## src/rtl/lcdt_pkg.sv

```systemverilog
// shared types and constants for the lcd line and mode timer
package lcdt_pkg;

	// field widths fixed by the item format
	localparam int LINE_W = 8;
	localparam int DELTA_W = 8;
	localparam int MODE_W = 2;
	localparam int IRQ_EN_W = 4;

	// packed stream widths
	localparam int IN_TDATA_W = 24;
	localparam int OUT_TDATA_W = 16;

	// mode codes
	localparam logic [MODE_W-1:0] MODE_HBLANK = 2'd0;
	localparam logic [MODE_W-1:0] MODE_VBLANK = 2'd1;
	localparam logic [MODE_W-1:0] MODE_OAM = 2'd2;
	localparam logic [MODE_W-1:0] MODE_TRANSFER = 2'd3;

	// bit positions in irq_enables
	localparam int EN_HBLANK_BIT = 0;
	localparam int EN_VBLANK_BIT = 1;
	localparam int EN_OAM_BIT = 2;
	localparam int EN_MATCH_BIT = 3;

	// one update item
	typedef struct packed {
		logic [IRQ_EN_W-1:0] irq_enables;
		logic [LINE_W-1:0]   compare_line;
		logic                lcd_enable;
		logic [DELTA_W-1:0]  cycles_delta;
	} lcdt_item_t;

	// one result item
	typedef struct packed {
		logic              render_line;
		logic              stat_irq;
		logic              vblank_irq;
		logic              coincidence;
		logic [MODE_W-1:0] mode;
		logic [LINE_W-1:0] line;
	} lcdt_result_t;

endpackage

```

## src/rtl/lcd_line_and_mode_timer.sv

```systemverilog
// top level of the lcd line and mode timer with input and result registers
//
// usage:
//   s_axis carries update items: cycle delta, display enable, compare line and
//   status interrupt enables. m_axis returns one result item per update: line,
//   mode, coincidence, vblank request, status request and render-line pulse.
//   an accepted item sits in the input register, then the result register and
//   the timer state are loaded from the update logic once the result register
//   is free or being taken.
//   throughput is one item per cycle while the receiver takes results, since
//   the update path into the result register and state is combinational.
//   while the receiver stalls, the result register holds; one more item waits
//   in the input register, after which s_axis_tready drops until the result is
//   taken.
//   reset clears both valid flags, the accumulator, line and mode.
//   s_axis_tdata (lsb first): cycles_delta[7:0], lcd_enable[8],
//   compare_line[16:9], irq_enables[20:17], zero fill
//   m_axis_tdata (lsb first): line[7:0], mode[9:8], coincidence[10],
//   vblank_irq[11], stat_irq[12], render_line[13], zero fill
module lcd_line_and_mode_timer #(
	parameter int LINE_CYCLES = 456,
	parameter int TOTAL_LINES = 154,
	parameter int VISIBLE_LINES = 144,
	parameter int OAM_CYCLES = 80,
	parameter int TRANSFER_CYCLES = 172
) (
	input  logic                               clk,
	input  logic                               arst_n,
	input  logic                               s_axis_tvalid,
	output logic                               s_axis_tready,
	// cycles_delta, lcd_enable, compare_line, irq_enables, zero fill
	input  logic [lcdt_pkg::IN_TDATA_W-1:0]  s_axis_tdata,
	output logic                               m_axis_tvalid,
	input  logic                               m_axis_tready,
	// line, mode, coincidence, vblank_irq, stat_irq, render_line, zero fill
	output logic [lcdt_pkg::OUT_TDATA_W-1:0] m_axis_tdata
);
	import lcdt_pkg::*;

	localparam int RES_W = $bits(lcdt_result_t);

	logic         valid_s1;
	lcdt_item_t   item_s1;
	logic         out_valid_q;
	lcdt_result_t res_q;
	lcdt_result_t res_nxt;
	logic         advance;
	logic         in_fire;

	assign advance = valid_s1 & (~out_valid_q | m_axis_tready);
	assign s_axis_tready = ~valid_s1 | advance;
	assign in_fire = s_axis_tvalid & s_axis_tready;

	// input register
	always_ff @(posedge clk or negedge arst_n) begin
		if (!arst_n) begin
			valid_s1 <= 1'b0;
		end else if (s_axis_tready) begin
			valid_s1 <= s_axis_tvalid;
		end
	end

	always_ff @(posedge clk) begin
		if (in_fire) begin
			item_s1 <= s_axis_tdata[$bits(lcdt_item_t)-1:0];
		end
	end

	// update logic and timer state
	lcdt_step #(
		.LINE_CYCLES(LINE_CYCLES),
		.TOTAL_LINES(TOTAL_LINES),
		.VISIBLE_LINES(VISIBLE_LINES),
		.OAM_CYCLES(OAM_CYCLES),
		.TRANSFER_CYCLES(TRANSFER_CYCLES)
	) u_step (
		.clk(clk),
		.arst_n(arst_n),
		.update(advance),
		.item(item_s1),
		.result(res_nxt)
	);

	// result register
	always_ff @(posedge clk or negedge arst_n) begin
		if (!arst_n) begin
			out_valid_q <= 1'b0;
		end else if (~out_valid_q | m_axis_tready) begin
			out_valid_q <= valid_s1;
		end
	end

	always_ff @(posedge clk) begin
		if (advance) begin
			res_q <= res_nxt;
		end
	end

	assign m_axis_tvalid = out_valid_q;
	assign m_axis_tdata = {{(OUT_TDATA_W - RES_W){1'b0}}, res_q};

endmodule

```

## src/rtl/lcdt_step.sv

```systemverilog
// timer state registers and the per-item update logic
module lcdt_step #(
	parameter int LINE_CYCLES = 456,
	parameter int TOTAL_LINES = 154,
	parameter int VISIBLE_LINES = 144,
	parameter int OAM_CYCLES = 80,
	parameter int TRANSFER_CYCLES = 172
) (
	input  logic                 clk,
	input  logic                 arst_n,
	input  logic                 update,
	input  lcdt_pkg::lcdt_item_t item,
	output lcdt_pkg::lcdt_result_t result
);
	import lcdt_pkg::*;

	localparam int ACC_W = $clog2(LINE_CYCLES);
	localparam int SUM_W = ACC_W + 1;
	localparam logic [SUM_W-1:0] LC_SUM = SUM_W'(LINE_CYCLES);
	localparam logic [SUM_W-1:0] OAM_SUM = SUM_W'(OAM_CYCLES);
	localparam logic [SUM_W-1:0] HBL_SUM = SUM_W'(OAM_CYCLES + TRANSFER_CYCLES);
	localparam logic [LINE_W-1:0] TOTAL_L = LINE_W'(TOTAL_LINES);
	localparam logic [LINE_W-1:0] VISIBLE_L = LINE_W'(VISIBLE_LINES);

	logic [ACC_W-1:0]  accum_q;
	logic [LINE_W-1:0] line_q;
	logic [MODE_W-1:0] mode_q;

	logic [SUM_W-1:0]  sum;
	logic [SUM_W-1:0]  sum_sub;
	logic              wrap;
	logic [LINE_W-1:0] line_inc;
	logic [ACC_W-1:0]  accum_nxt;
	logic [LINE_W-1:0] line_nxt;
	logic [SUM_W-1:0]  accum_ext;
	logic              match_nxt;
	logic [MODE_W-1:0] mode_nxt;
	logic              vb;
	logic              st;
	logic              rl;

	// accumulator and line advance, at most one line per item
	always_comb begin
		sum = {1'b0, accum_q} + SUM_W'(item.cycles_delta);
		sum_sub = sum - LC_SUM;
		wrap = (sum >= LC_SUM);
		line_inc = line_q + LINE_W'(1);
		if (wrap) begin
			accum_nxt = sum_sub[ACC_W-1:0];
			line_nxt = (line_inc >= TOTAL_L) ? '0 : line_inc;
		end else begin
			accum_nxt = sum[ACC_W-1:0];
			line_nxt = line_q;
		end
		accum_ext = {1'b0, accum_nxt};
		match_nxt = (line_nxt == item.compare_line);
	end

	// mode selection and entry requests
	always_comb begin
		vb = 1'b0;
		rl = 1'b0;
		st = match_nxt & item.irq_enables[EN_MATCH_BIT];
		priority if (line_nxt >= VISIBLE_L) begin
			mode_nxt = MODE_VBLANK;
			if (mode_q != MODE_VBLANK) begin
				vb = 1'b1;
				st = st | item.irq_enables[EN_VBLANK_BIT];
			end
		end else if (accum_ext >= HBL_SUM) begin
			mode_nxt = MODE_HBLANK;
			if (mode_q != MODE_HBLANK) begin
				st = st | item.irq_enables[EN_HBLANK_BIT];
			end
		end else if (accum_ext >= OAM_SUM) begin
			mode_nxt = MODE_TRANSFER;
			rl = (mode_q != MODE_TRANSFER);
		end else begin
			mode_nxt = MODE_OAM;
			if (mode_q != MODE_OAM) begin
				st = st | item.irq_enables[EN_OAM_BIT];
			end
		end
	end

	// result fields, all clear while the display is off
	// the match flag lives on as the coincidence bit of the result
	always_comb begin
		if (item.lcd_enable) begin
			result.line = line_nxt;
			result.mode = mode_nxt;
			result.coincidence = match_nxt;
			result.vblank_irq = vb;
			result.stat_irq = st;
			result.render_line = rl;
		end else begin
			result = '0;
		end
	end

	// state update, accumulator kept while the display is off, line and mode cleared
	always_ff @(posedge clk or negedge arst_n) begin
		if (!arst_n) begin
			accum_q <= '0;
			line_q <= '0;
			mode_q <= MODE_HBLANK;
		end else if (update) begin
			if (item.lcd_enable) begin
				accum_q <= accum_nxt;
				line_q <= line_nxt;
				mode_q <= mode_nxt;
			end else begin
				line_q <= '0;
				mode_q <= MODE_HBLANK;
			end
		end
	end

endmodule

```

## config.mk

```make
export PLATFORM = sky130hd
export DESIGN_NAME = lcd_line_and_mode_timer
export DESIGN_NICKNAME = d
export VERILOG_FILES = /design/src/rtl/lcdt_pkg.sv /design/src/rtl/lcd_line_and_mode_timer.sv /design/src/rtl/lcdt_step.sv
export SDC_FILE = /design/constraint.sdc
export NUM_CORES = 1
export LEC_CHECK = 0
export BUFFER_PORTS_ARGS = -buffer_cell sky130_fd_sc_hd__buf_2
export CORE_UTILIZATION = 63
export CTS_CLUSTER_DIAMETER = 120
export DETAILED_ROUTE_END_ITERATION = 8
export GPL_ROUTABILITY_DRIVEN = 1
export PLACE_DENSITY = 0.86
export SYNTH_ARGS = -nofsm -noshare
export SYNTH_HDL_FRONTEND = slang
export SYNTH_SLANG_ARGS = --single-unit
```

## constraint.sdc

```tcl
create_clock -name clk -period 10.02 [get_ports clk]
set_input_delay 2.505 -clock clk [delete_from_list [all_inputs] [get_ports clk]]
set_output_delay 2.505 -clock clk [all_outputs]
set_load 0.005 [all_outputs]
```

# After elaboration in Yosys (flattened, before gate mapping)

Cells that the tools add are included.

Register bits: 56
Bits of input ports: 28
Output and inout bits: 18
Word-level logic and storage cells: 58

Add/subtract/negate cells: 3
Magnitude comparators: 5
Equality and inequality tests: 4
Muxes and demuxes: 15
Bitwise gates (word level): 12
Reduce and logical (&&, ||, !) cells: 4

Operator list:

| cell                  | number |
|---|---|
| $mux W8               | 3 |
| $ge A8 B8 Y1 const B  | 2 |
| $add A9 B8 Y10        | 1 |
| $ge A10 B9 Y1 const B | 1 |
| $ge A9 B7 Y1 const B  | 1 |
| $ge A9 B8 Y1 const B  | 1 |
| $mux W9               | 1 |
| $sub A9 B9 Y9 const B | 1 |
| $add A8 B1 Y8 const B | 1 |
| $eq A8 B8 Y1          | 1 |
| $mux W1               | 8 |
| $mux W2               | 3 |
| $or A1 B1 Y1          | 5 |
| $ne A2 B2 Y1 const B  | 2 |
| $not A1 Y1            | 4 |
| $reduce_and A2 Y1     | 2 |
| $reduce_or A4 Y1      | 1 |
| $and A1 B1 Y1         | 3 |
| $ne A2 B1 Y1 const B  | 1 |
| $reduce_bool A2 Y1    | 1 |

# Longest topological paths before layout

Gate-level depths: netlist (run 1).

Depth in word-level cells: 11
Depth in mapped cells: 16
Mapped depth without buffers: 15

# Cells and area by module

A second synthesis (run 1) with hierarchy kept.

Cells, all modules: 331
Area total of the unflattened synthesis: 3472.1 um^2

By module, submodules not included:

| module                  | instances | cells each | area an instance (um^2) | seq. area each (um^2) |
|---|---|---|---|---|
| lcdt_step               | 1         | 285        | 2298.5                  | 475.5 |
| lcd_line_and_mode_timer | 1         | 46         | 1173.6                  | 1101.1 |

# Least setup slack after synthesis (run 1)

No wires, ideal clock.

Kind: input to output
From: in m_axis_tready
To: out s_axis_tready
Data arrival time: 2.679 ns
Data required time: 7.515 ns
Slack: 4.836 ns
Stages: 1
Path buffers: 0
Path through: nand3b_1

Word-level cells in the longest chain between the ends: 3

RTL lines:

| what               | line                          | text |
|---|---|---|
| start: declaration | lcd_line_and_mode_timer.sv:34 | `input logic m_axis_tready,` |
| $or A1 B1 Y1       | lcd_line_and_mode_timer.sv:50 | `assign advance = valid_s1 & (~out_valid_q \| m_axis_tready);` |
| $and A1 B1 Y1      | lcd_line_and_mode_timer.sv:50 |  |
| $or A1 B1 Y1       | lcd_line_and_mode_timer.sv:51 | `assign s_axis_tready = ~valid_s1 \| advance;` |
| end: declaration   | lcd_line_and_mode_timer.sv:30 | `output logic s_axis_tready,` |

No other way between the ends.

# Worst setup path in the final report (run 1)

Same ends and word-level chain as after synthesis.

==> results of run 1 <==
[through the flow]
| step | setup WS, ns | total power [W] | utilization, % | cells |
|---|---|---|---|---|
| detailed placement | 4.60 | 0.00102 | 69.6 | 459 |
| global route | 4.55 | 0.00123 | 71.0 | 466 |
| finish | 4.59 | 0.00114 | 71.0 | 466 |
| floorplan | 4.84 | 0.000887 | - | 365 |
| global placement | 4.61 | 0.000996 | 69.6 | 459 |
| CTS | 4.59 | 0.00113 | 71.0 | 466 |
[layout make-up]
type / instances / area [um^2]
fillers: 444 / 1610
repair buffers: 42 / 215
flip-flops and latches: 56 / 1580
inverters: 16 / 60.1
clock inverters: 1 / 5.00
clock buffers: 6 / 72.6
multi-input cells: 273 / 1910
well taps: 72 / 90.1
[final timing paths]
kind,from,to,slack (ns),cells after the start
worst max-delay path,m_axis_tready,s_axis_tready,4.59,3
worst min-delay path,valid_s1,m_axis_tvalid,0.50,1
worst max register to register,u_step.accum_q[0],m_axis_tdata[12],5.54,15
worst min register to register,valid_s1,m_axis_tvalid,0.50,1
max in group asynchronous,arst_n,u_step.accum_q[3],7.50,1
min in group asynchronous,arst_n,m_axis_tvalid,2.16,1
[cells by family (layout without fill, tap and decap cells)]
family                   count (synthesis)  in the layout  share of synthesized area, %
flip-flops                              56             56                          43.3
other                                    1              2                         0.103
XOR/XNOR                                18             18                          4.54
multiplexers                            18             18                          5.43
buffers and inverters                   36             65                          4.30
AND/OR/NAND/NOR                        124            124                          17.0
AO/OA/AOI/OAI                           98             98                          20.7
adder cells (fa/ha/maj)                 13             13                          4.67
[flip-flops by register name, summed over array words and instances (netlist names)]
name	flops
item_s1	21
m_axis_tdata	14
u_step.accum_q	9
u_step.line_q	8
u_step.mode_q	2
m_axis_tvalid	1
valid_s1	1
[cells in the mapped netlist, types with 4 or more instances]
master / instances / area [um^2]
nand2_1: 37 / 139
edfxtp_1: 35 / 1050
a21oi_1: 25 / 125
nor2_1: 25 / 93.8
dfrtp_1: 21 / 526
inv_1: 15 / 56.3
o21ai_0: 13 / 65.1
ha_1: 12 / 150
nor3_1: 12 / 60.1
clkbuf_1: 10 / 37.5
mux2_2: 10 / 113
xnor2_1: 10 / 87.6
nand3_1: 9 / 45.0
mux2i_1: 7 / 70.1
xor2_1: 7 / 61.3
nand2b_1: 6 / 37.5
nor2b_1: 6 / 37.5
o211ai_1: 6 / 45.0
a21o_1: 5 / 37.5
a22oi_1: 5 / 37.5
buf_2: 5 / 25.0
nand4_1: 5 / 31.3
and2_1: 4 / 25.0
buf_4: 4 / 30.0
o2111ai_1: 4 / 35.0
or3_1: 4 / 25.0
[critical path: cells and delay by family]
kind / cells / cell delay, ns
buf+inv: 2 / 0.24
simple gates: 1 / 0.17
[power breakdown]
group | switching [W] | internal [W] | total (W)
combinational | 0.000419 | 0.000282 | 0.000701
clock | 0.0000649 | 0.0000476 | 0.000113
sequential | 0.0000336 | 0.000294 | 0.000328
[routing by layer]
metal  vias to the layer above  GRT usage, %
li1                       1398             -
met1                      1358          39.1
met2                       114          38.8
met3                        12          5.35
met4                         0          8.89
met5                         -             0
==> results.md, run 1 <==
* Setup TNS Final at 0 ns
* Area Growth Syn to Fin at 7.97%
* Met2 WL at 3220 um
* M1 WL at 3470 um
* Detailed Place HPWL at 5390 um
* Core Box Area at 5540 um^2
* Worst-path clk slew at 0.09 ns
* Slowest-stage cell, CP: nand3b_1
* Initial antenna violation count at 0
* Routability cong. at 0.936
* RSZ-0062 raised after global routing: no
* Highest Clock Rate at 184 MHz
* Synth Instances at 364
* Setup CP Type: input port to primary output
* Most frequent cells in the layout: buf_2 (40), nand2_1 (37), edfxtp_1 (35)
* Met3 wire length at 506 um
* Hold_buf cts at 0
* Post-synthesis sequential area ratio at 43.3%
* Avg Synthesized Cell Area at 10.0 um^2
* Initial Util at 65.7%
* Rel. slew slack at 38.6%
* #FFs+latches synth at 56
* Post-CTS repair timing setup buffer count at 0
* Antenna-violating nets left at 0
* PostCTS Resize Cnt at 0
* Post-synth EDFFs at 35
* Aggregate global-route resource usage at 26.4%
* Die area at 6090 um^2
* Vias in the first global route at 2,654
* Num CTS Buffers at 5
* Async SR Flop Fraction at 37.5%
* Crit share post-route at 54.2%
* Final Skew at 0.0125 ns
* Std-Cell Rows at 27
* Port Buffers at 40
* CTS tree: yes
* Hold slack final at 0.505 ns
* Main flop type after synthesis: edfxtp_1
* Clock sinks at 56
* Highest Signal Layer: met4
* Grt total ovfl at 0
* Pwr dens at 290 nW/um^2
* Min-Delay Path Class: flip-flop to flip-flop
* Htree depth at 2
* Crit path max fanout at 3
* Mapped Area at 3640 um^2
* Post-route DRC at 0
* Crit-path cells: buf_2, nand3b_1, buf_2
* Final wirelength at 7290 um
* Max_cap viols at 0
* DRT iter0 DRCs at 287
* Static leakage at 1.58 nW
* Yosys cell types at 68
* Vias per cell at 6.18
* CTS root buf: clkbuf_8
* Final Cell Area at 3930 um^2
* Worst path max stage delay at 0.17 ns
* # diodes at 0
* Max VDD drop at 0.171 mV
* WP data required at 7.52 ns
* Leading cell type in the layout, fill and taps excluded: buf_2
* Status: finished, final reports clean
* DIE WIDTH at 78.0 um
* Final Hold Viols at 0
* Tightest Pin Transition at 0.921 ns
* WL per Instance at 15.6 um
* Final setup violation count at 0
* Layout Nets at 435
* Chip height at 78.0 um
* Layout cell share with drive strength beyond 1 at 18.5%
* First-pass GRT wire length at 12,600 um
* Type of destination of the critical path: primary output
* Critical Path Source Type: input port
* Dpl cell area at 3850 um^2
* Routed via count at 2,882
* Largest net degree at the start of global routing at 25
* Fin crit period at 5.43 ns
* Slew Viols, Final at 0
* Most common cell on crit path: buf_2
* Yosys warns at 0
* I/O pin count at 46
* Worst EP arrival at 2.92 ns
* Max Root-Sink Buffers at 2
* Drt pass-1 iters at 5
* Later-pin clock latency in the skew report at 0.31 ns
(Power assumes the default switching activity.)
==> run 2, diff against run 1 <==
--- a/config.mk
+++ b/config.mk
@@ -5,12 +5,13 @@
 export SDC_FILE = /design/constraint.sdc
 export NUM_CORES = 1
 export LEC_CHECK = 0
+export ABC_AREA = 1
 export BUFFER_PORTS_ARGS = -buffer_cell sky130_fd_sc_hd__buf_2
-export CORE_UTILIZATION = 63
+export CORE_UTILIZATION = 58
 export CTS_CLUSTER_DIAMETER = 120
 export DETAILED_ROUTE_END_ITERATION = 8
 export GPL_ROUTABILITY_DRIVEN = 1
-export PLACE_DENSITY = 0.86
+export PLACE_DENSITY = 0.8
 export SYNTH_ARGS = -nofsm -noshare
 export SYNTH_HDL_FRONTEND = slang
 export SYNTH_SLANG_ARGS = --single-unit
==> constraint.sdc (replaced) <==
create_clock -name clk -period 5.6 [get_ports clk]
set_input_delay 1.4 -clock clk [delete_from_list [all_inputs] [get_ports clk]]
set_output_delay 1.4 -clock clk [all_outputs]
set_load 0.005 [all_outputs]
==> run 2 against run 1 <==
  * Die area shrank 1.1%
  * Clock skew shrank 0.0020 ns
  * Total power grew 71%
  * Flip-flop and latch count is the same
  * Critical path type is now flip-flop to flip-flop
==> results.md, run 2 <==
* Critical Path Source Type: flip-flop
* Clock sinks at 56 (unchanged)
* Htree depth at 2 (unchanged)
* #FFs+latches synth at 56 (unchanged)
* Post-synth top cells: nand2_1 (142), inv_1 (53), nand3_1 (39)
* Max Root-Sink Buffers at 2 (unchanged)
* Slew Viols, Final at 0 (unchanged)
* Layout cell share with drive strength beyond 1 at 15.4% (-3.2 points)
* Post-synth top area share at 31.7% (+2.8 points)
* Hold_buf cts at 0 (unchanged)
* Grt total ovfl at 0 (unchanged)
* Num CTS Buffers at 5 (unchanged)
* Detailed Place HPWL at 4780 um (-11%)
* Register area at 1580 um^2 (unchanged)
* Initial Util at 60.2% (-5.5 points)
* Yosys warns at 0 (unchanged)
* Final wirelength at 6290 um (-14%)
* Min-Delay Path Class: flip-flop to flip-flop
* Most common cell on crit path: nand2_1
* Post-synth EDFFs at 35 (unchanged)
* Port Buffers at 40 (unchanged)
* Die area at 6020 um^2 (-1.1%)
* PostCTS Resize Cnt at 0 (unchanged)
* Chip height at 77.6 um (-0.54%)
* Most frequent cells in the layout: nand2_1 (142), inv_1 (53), buf_2 (40)
* Routed via count at 2,733 (-5.2%)
* Worst path max stage delay at 0.37 ns (+0.20 ns)
* Type of destination of the critical path: flip-flop
* Yosys cell types at 35 (-49%)
* Post-synthesis sequential area ratio at 47.6% (+4.3 points)
* Cell Int Power at 0.00103 W (+65%)
* Rel. slew slack at 39.7% (+1.1 points)
* Fillers at 446 (+0.45%)
* Vias per cell at 5.18 (-16%)
* Fin crit period at 3.66 ns
* Max reg flops at 21 (unchanged)
* Tightest Pin Transition at 0.903 ns (-0.0175 ns)
* Status: finished, final reports clean
* Crit share post-route at 65.4%
* Top-count cell post-synth: nand2_1
* I/O pin count at 46 (unchanged)
* Clk pwr share at 11.7% (+1.8 points)
* CTS tree: yes
* Async SR Flop Fraction at 37.5% (unchanged)
* Most flops, register: item_s1
* Core Box Area at 5510 um^2 (-0.61%)
* Final Hold Viols at 0 (unchanged)
* Main flop type after synthesis: edfxtp_1
* WP data required at 5.67 ns (-1.85 ns)
* Static leakage at 1.84 nW (+17%)
* Post-CTS repair timing setup buffer count at 0 (unchanged)
* Largest net degree at the start of global routing at 32 (+28%)
* Drt pass-1 iters at 4 (-1)
* Slowest-stage cell, CP: dfrtp_1
* Initial antenna violation count at 0 (unchanged)
* Leading area contributor after synthesis: edfxtp_1
* # diodes at 0 (unchanged)
* Hold Crit Depth at 2 (+1)
* Crit path max fanout at 18 (+15)
* DIE WIDTH at 77.6 um (-0.54%)
* Layout Nets at 496 (+14%)
* Later-pin clock latency in the skew report at 0.32 ns (about the same)
* Net switching power at 0.000920 W (+78%)
* Hold slack final at 0.503 ns (-0.00131 ns)
* FF-to-FF path depth at 28 (+13)
* RSZ-0062 raised after global routing: no
* Highest Clock Rate at 273 MHz
* CTS root buf: clkbuf_8
* Reg power frac at 31.1% (+2.4 points)
* Combinational share of power at 57.2% (-4.2 points)
* Std-Cell Rows at 27 (unchanged)
* Multi-input logic area at 1490 um^2 (-22%)
* Aggregate global-route resource usage at 23.1% (-3.2 points)
* Setup TNS Final at 0 ns (unchanged)
* Final Skew at 0.0105 ns (-0.00199 ns)
* Worst EP arrival at 3.73 ns (+0.81 ns)
* Final setup violation count at 0 (unchanged)
* First-pass GRT wire length at 10,900 um (-14%)
* Worst-path clk slew at 0.11 ns (+0.02 ns)
* Synth Instances at 415 (+14%)
* Area Growth Syn to Fin at 10.1%
* Post-route DRC at 0 (unchanged)
* Setup CP Type: flip-flop to flip-flop
* Antenna-violating nets left at 0 (unchanged)
* Vias in the first global route at 2,589 (-2.4%)
* Avg Synthesized Cell Area at 7.99 um^2 (-20%)
* Mapped Area at 3310 um^2 (-9.0%)
* Max_cap viols at 0 (unchanged)
* DRT iter0 DRCs at 134 (-53%)
* WL per Instance at 11.9 um (-24%)
* Leading cell type in the layout, fill and taps excluded: nand2_1
* Sw frac at 47.2% (+1.8 points)
* Pwr dens at 535 nW/um^2 (+84%)
* Finished Core Util at 66.3% (-4.7 points)
* Routability cong. at 0.876 (-6.4%)
* Max VDD drop at 0.244 mV (+42%)
* Ranking of synthesized cells by area: edfxtp_1 (32%), nand2_1 (16%), dfrtp_1 (16%)
[run 2: layout make-up]
cell class / count / area share [%]
Inverter: 54 / 5.55
Clock buffer: 5 / 1.89
Timing Repair Buffer: 40 / 5.49
Sequential cell: 56 / 43.2
Multi-Input combinational cell: 298 / 40.7
Clock inverter: 3 / 0.720
Tap cell: 72 / 2.47
[run 2: worst paths after layout]
path	from	end	slack, ns
setup / recovery	u_step.accum_q[0]	m_axis_tdata[12]	1.94
min in group asynchronous	arst_n	u_step.accum_q[0]	1.04
setup reg to reg	u_step.accum_q[0]	m_axis_tdata[12]	1.94
hold / removal	u_step.accum_q[7]	u_step.accum_q[7]	0.50
hold reg to reg	u_step.accum_q[7]	u_step.accum_q[7]	0.50
max in group asynchronous	arst_n	u_step.line_q[4]	4.21
[run 2: worst max-delay path, delay by kind of cell, from the launching register on]
kind | cells | cell delay, ns
flip-flops | 1 | 0.37
buffers and inverters | 3 | 0.24
adder cells (fa/ha/maj) | 3 | 0.75
AND/OR/NAND/NOR | 22 | 2.04
[run 2: cell families (layout without fill, tap and decap cells)]
group                    after synthesis  count (layout)  synth area share [%]
AND/OR/NAND/NOR                      247             247                  32.6
adder cells (fa/ha/maj)               13              13                  5.13
other                                  1               2                 0.113
flip-flops                            56              56                  47.6
XOR/XNOR                               4               4                  1.06
buffers and inverters                 62             102                  7.74
AO/OA/AOI/OAI                         32              32                  5.78
[run 2: power by group through the flow]
stage	combinational (W)	clock [W]	sequential, W
global route	0.00129	0.000250	0.000618
detailed placement	0.00111	0	0.000615
finish	0.00111	0.000229	0.000607
global placement	0.00107	0	0.000612
floorplan	0.000899	0	0.000607
CTS	0.00111	0.000235	0.000608
[run 2: per-layer routing]
metal  share of wire, %  vias up  GRT usage (%)
met3                4.1       12           4.47
met4                2.0        0           11.1
met1                 43     1247           26.9
li1                   -     1400              -
met5                  0        -              0
met2                 50       74           40.8
[run 2: through the flow]
step,worst slack (ns),cell area (um^2),power (W),instances
5_1_grt,1.54,3650,0.00215,528
4_1_cts,1.95,3650,0.00196,528
6_report,1.94,3650,0.00195,528
3_5_place_dp,1.97,3550,0.00173,520
3_3_place_gp,2.04,3550,0.00168,520
2_1_floorplan,2.49,3320,0.00151,416
==> run 3, diff against run 2 <==
--- a/config.mk
+++ b/config.mk
@@ -7,11 +7,11 @@
 export LEC_CHECK = 0
 export ABC_AREA = 1
 export BUFFER_PORTS_ARGS = -buffer_cell sky130_fd_sc_hd__buf_2
-export CORE_UTILIZATION = 58
+export CORE_UTILIZATION = 52
 export CTS_CLUSTER_DIAMETER = 120
 export DETAILED_ROUTE_END_ITERATION = 8
 export GPL_ROUTABILITY_DRIVEN = 1
-export PLACE_DENSITY = 0.8
+export PLACE_DENSITY = 0.76
 export SYNTH_ARGS = -nofsm -noshare
 export SYNTH_HDL_FRONTEND = slang
 export SYNTH_SLANG_ARGS = --single-unit
==> constraint.sdc (replaced) <==
create_clock -name clk -period 3.2 [get_ports clk]
set_input_delay 0.8 -clock clk [delete_from_list [all_inputs] [get_ports clk]]
set_output_delay 0.8 -clock clk [all_outputs]
set_load 0.005 [all_outputs]
==> run 3 against run 2 <==
  * The run now ends with negative setup slack left
  * Critical path type unchanged
  * Clock power is 83% higher
  * Total power is 140% higher
  * Sequential power is 75% higher
  * Sequential share of layout area is 5.7 points lower
  * Hold slack worse by 0.070 ns
  * Worst setup slack worse by 2.1 ns
  * Clock skew is 0.0011 ns lower
  * Highest routed layer unchanged
  * Combinational power grew to 2.8 times the previous value
  * Global-route usage is 1.5 points higher
==> results.md, run 3 (synthesis gave the netlist of run 2 again) <==
* Final Cell Area at 4200 um^2 (+15%)
* Worst path max stage delay at 0.40 ns (+0.03 ns)
* Later-pin clock latency in the skew report at 0.33 ns (about the same)
* Vias in the first global route at 2,874 (+11%)
* Slowest-stage cell, CP: dfrtp_1
* Critical Path Source Type: flip-flop
* Hold_buf cts at 0 (unchanged)
* Final setup violation count at 4 (+4)
* Crit path max fanout at 6 (-12)
* CP top delay family: simple AND/OR/NAND/NOR gates
* Sw frac at 46.1% (-1.1 points)
* Max_cap viols at 0 (unchanged)
* Detailed Place HPWL at 5160 um (+7.8%)
* Critical Path Source: u_step.accum_q[0]
* Register area at 1580 um^2 (unchanged)
* Grt total ovfl at 0 (unchanged)
* Routability cong. at 0.859 (-2.0%)
* Aggregate global-route resource usage at 24.6% (+1.5 points)
* Layout Nets at 539 (+8.7%)
* Static leakage at 2.08 nW (+13%)
* CTS tree: yes
* Most frequent cells in the layout: nand2_1 (119), inv_1 (50), buf_2 (40)
* Finished Core Util at 69.7% (+3.4 points)
* Fin crit period at 3.35 ns (-0.315 ns)
* Multi-input logic area at 1710 um^2 (+15%)
* Pwr dens at 1110 nW/um^2 (+110%)
* Clk pwr share at 9.0% (-2.7 points)
* Reg2reg start: u_step.accum_q[0]
* Min-Delay Path Class: input port to async pin
* Drt pass-1 iters at 5 (+1)
* Num CTS Buffers at 5 (unchanged)
* Post-route DRC at 0 (unchanged)
* Htree depth at 2 (unchanged)
* I/O pin count at 46 (unchanged)
* # diodes at 0 (unchanged)
* Max reg flops at 21 (unchanged)
* Tightest Pin Transition at 0.626 ns (-0.278 ns)
* CP Buf/Inv Count at 6 (+3)
* Final wirelength at 7910 um (+26%)
* Std-Cell Rows at 28 (+3.7%)
* Initial antenna violation count at 0 (unchanged)
* Antenna-violating nets left at 0 (unchanged)
* Dpl cell area at 3740 um^2 (+5.2%)
* RSZ-0062 raised after global routing: yes
* Slew Viols, Final at 0 (unchanged)
* Crit share post-route at 105% (+39 points)
* Final Hold Viols at 0 (unchanged)
* Initial Util at 55.0% (-5.2 points)
* Reg power frac at 22.9% (-8.2 points)
* CTS root buf: clkbuf_8
* Pre-CTS setup slack at -0.263 ns (-2.23 ns)
* Net switching power at 0.00214 W (+130%)
* WP data required at 3.38 ns (-2.29 ns)
* Status: complete, but fails checks
* Highest Clock Rate at 299 MHz (+9.4%)
* Most flops, register: item_s1
* Combinational share of power at 68.1% (+11 points)
* Routed via count at 3,078 (+13%)
* Setup CP Type: flip-flop to flip-flop
* Rel. slew slack at 58.1% (+18 points)
* Cell Int Power at 0.00250 W (+140%)
* First-pass GRT wire length at 12,300 um (+13%)
* Worst-path clk slew at 0.11 ns (about the same)
* Final Skew at 0.00939 ns (-0.00110 ns)
* Vias per cell at 5.36 (+3.6%)
* Max Root-Sink Buffers at 2 (unchanged)
* Max VDD drop at 0.538 mV (+120%)
* Largest net degree at the start of global routing at 25 (-22%)
* Dpl cells at 547 (+5.2%)
* Leading cell type in the layout, fill and taps excluded: nand2_1
* DRT iter0 DRCs at 220 (+64%)
* Type of destination of the critical path: flip-flop
* Most common cell on crit path: nand2_2
* Worst EP arrival at 3.53 ns (-0.20 ns)
* Core Box Area at 6030 um^2 (+9.4%)
* Failing checks: negative setup slack
* Port Buffers at 40 (unchanged)
* Total chip power at 0.00465 W (+140%)
* Chip height at 81.8 um (+5.5%)
* Final WS setup at -0.145 ns (-2.08 ns)
* DIE WIDTH at 81.8 um (+5.5%)
* Layout cell share with drive strength beyond 1 at 32.1% (+17 points)
* Clock sinks at 56 (unchanged)
* Area Growth Syn to Fin at 26.8%
* Fillers at 469 (+5.2%)
* WL per Instance at 13.8 um (+16%)
* Die area at 6700 um^2 (+11%)
* Finished Layout Cells at 574 (+8.7%)
-- run 3: power by group through the flow --
stage / Sequential (W) / Combinational [W] / Clock [W]
floorplan: 0.00106 / 0.00157 / 0
global route: 0.00108 / 0.00346 / 0.000444
detailed placement: 0.00107 / 0.00230 / 0
CTS: 0.00106 / 0.00278 / 0.000423
global placement: 0.00107 / 0.00222 / 0
finish: 0.00106 / 0.00316 / 0.000418
-- run 3: layout make-up --
| class | instances | area share [%] |
|---|---|---|
| clock buffer | 5 | 1.64 |
| clock inverter | 3 | 0.655 |
| inverter | 54 | 4.82 |
| sequential | 56 | 37.5 |
| multi-input combinational | 301 | 40.7 |
| tap | 75 | 2.23 |
| timing repair buffer | 80 | 12.4 |
-- run 3: final timing paths --
check                                         end  slack (ns)  cells past startpoint
max in group asynchronous        u_step.line_q[7]        2.41                      1
worst min-delay path             u_step.line_q[3]        0.43                      1
worst max register to register    m_axis_tdata[8]       -0.15                     27
worst max-delay path              m_axis_tdata[8]       -0.15                     27
min in group clk                u_step.accum_q[6]        0.51                      2
worst min register to register  u_step.accum_q[6]        0.51                      2
-- run 3: routing by layer --
layer / up-vias / GRT usage [%] / wire length (um) / part of all wire, %
met5: - / 0 / 0 / 0
met4: 0 / 7.54 / 139 / 1.8
met3: 17 / 4.67 / 555 / 7.0
met2: 132 / 44.1 / 4010 / 51
met1: 1430 / 29.6 / 3200 / 40
li1: 1499 / - / - / -
-- run 3: worst reg2reg max path: cells and delay by family (launching register included) --
kind                       cells  cell delay (ns)
AOI/OAI and AO/OA              1             0.13
adders and majority gates      3             0.66
buffers and inverters          6             0.54
DFF                            1             0.40
and+or+nand+nor               17             1.47
-- run 3: per-stage QoR --
step           TNS, ns  hold slack, ns
2_1_floorplan        0           0.446
6_report        -0.452           0.434
5_1_grt          -1.76           0.465
4_1_cts         -0.355           0.444
3_5_place_dp     -1.24           0.482
3_3_place_gp    -0.550           0.459
-- run 3: what timing repair did --
| action | CTS | global route |
|---|---|---|
| setup endpoints to repair | 8 | 12 |
| hold endpoints to repair | 0 | 0 |
| resized for setup | 32 | 31 |
| pin swaps | 23 | 26 |
| gates cloned | 4 | 0 |
| buffers inserted | 12 | 3 |
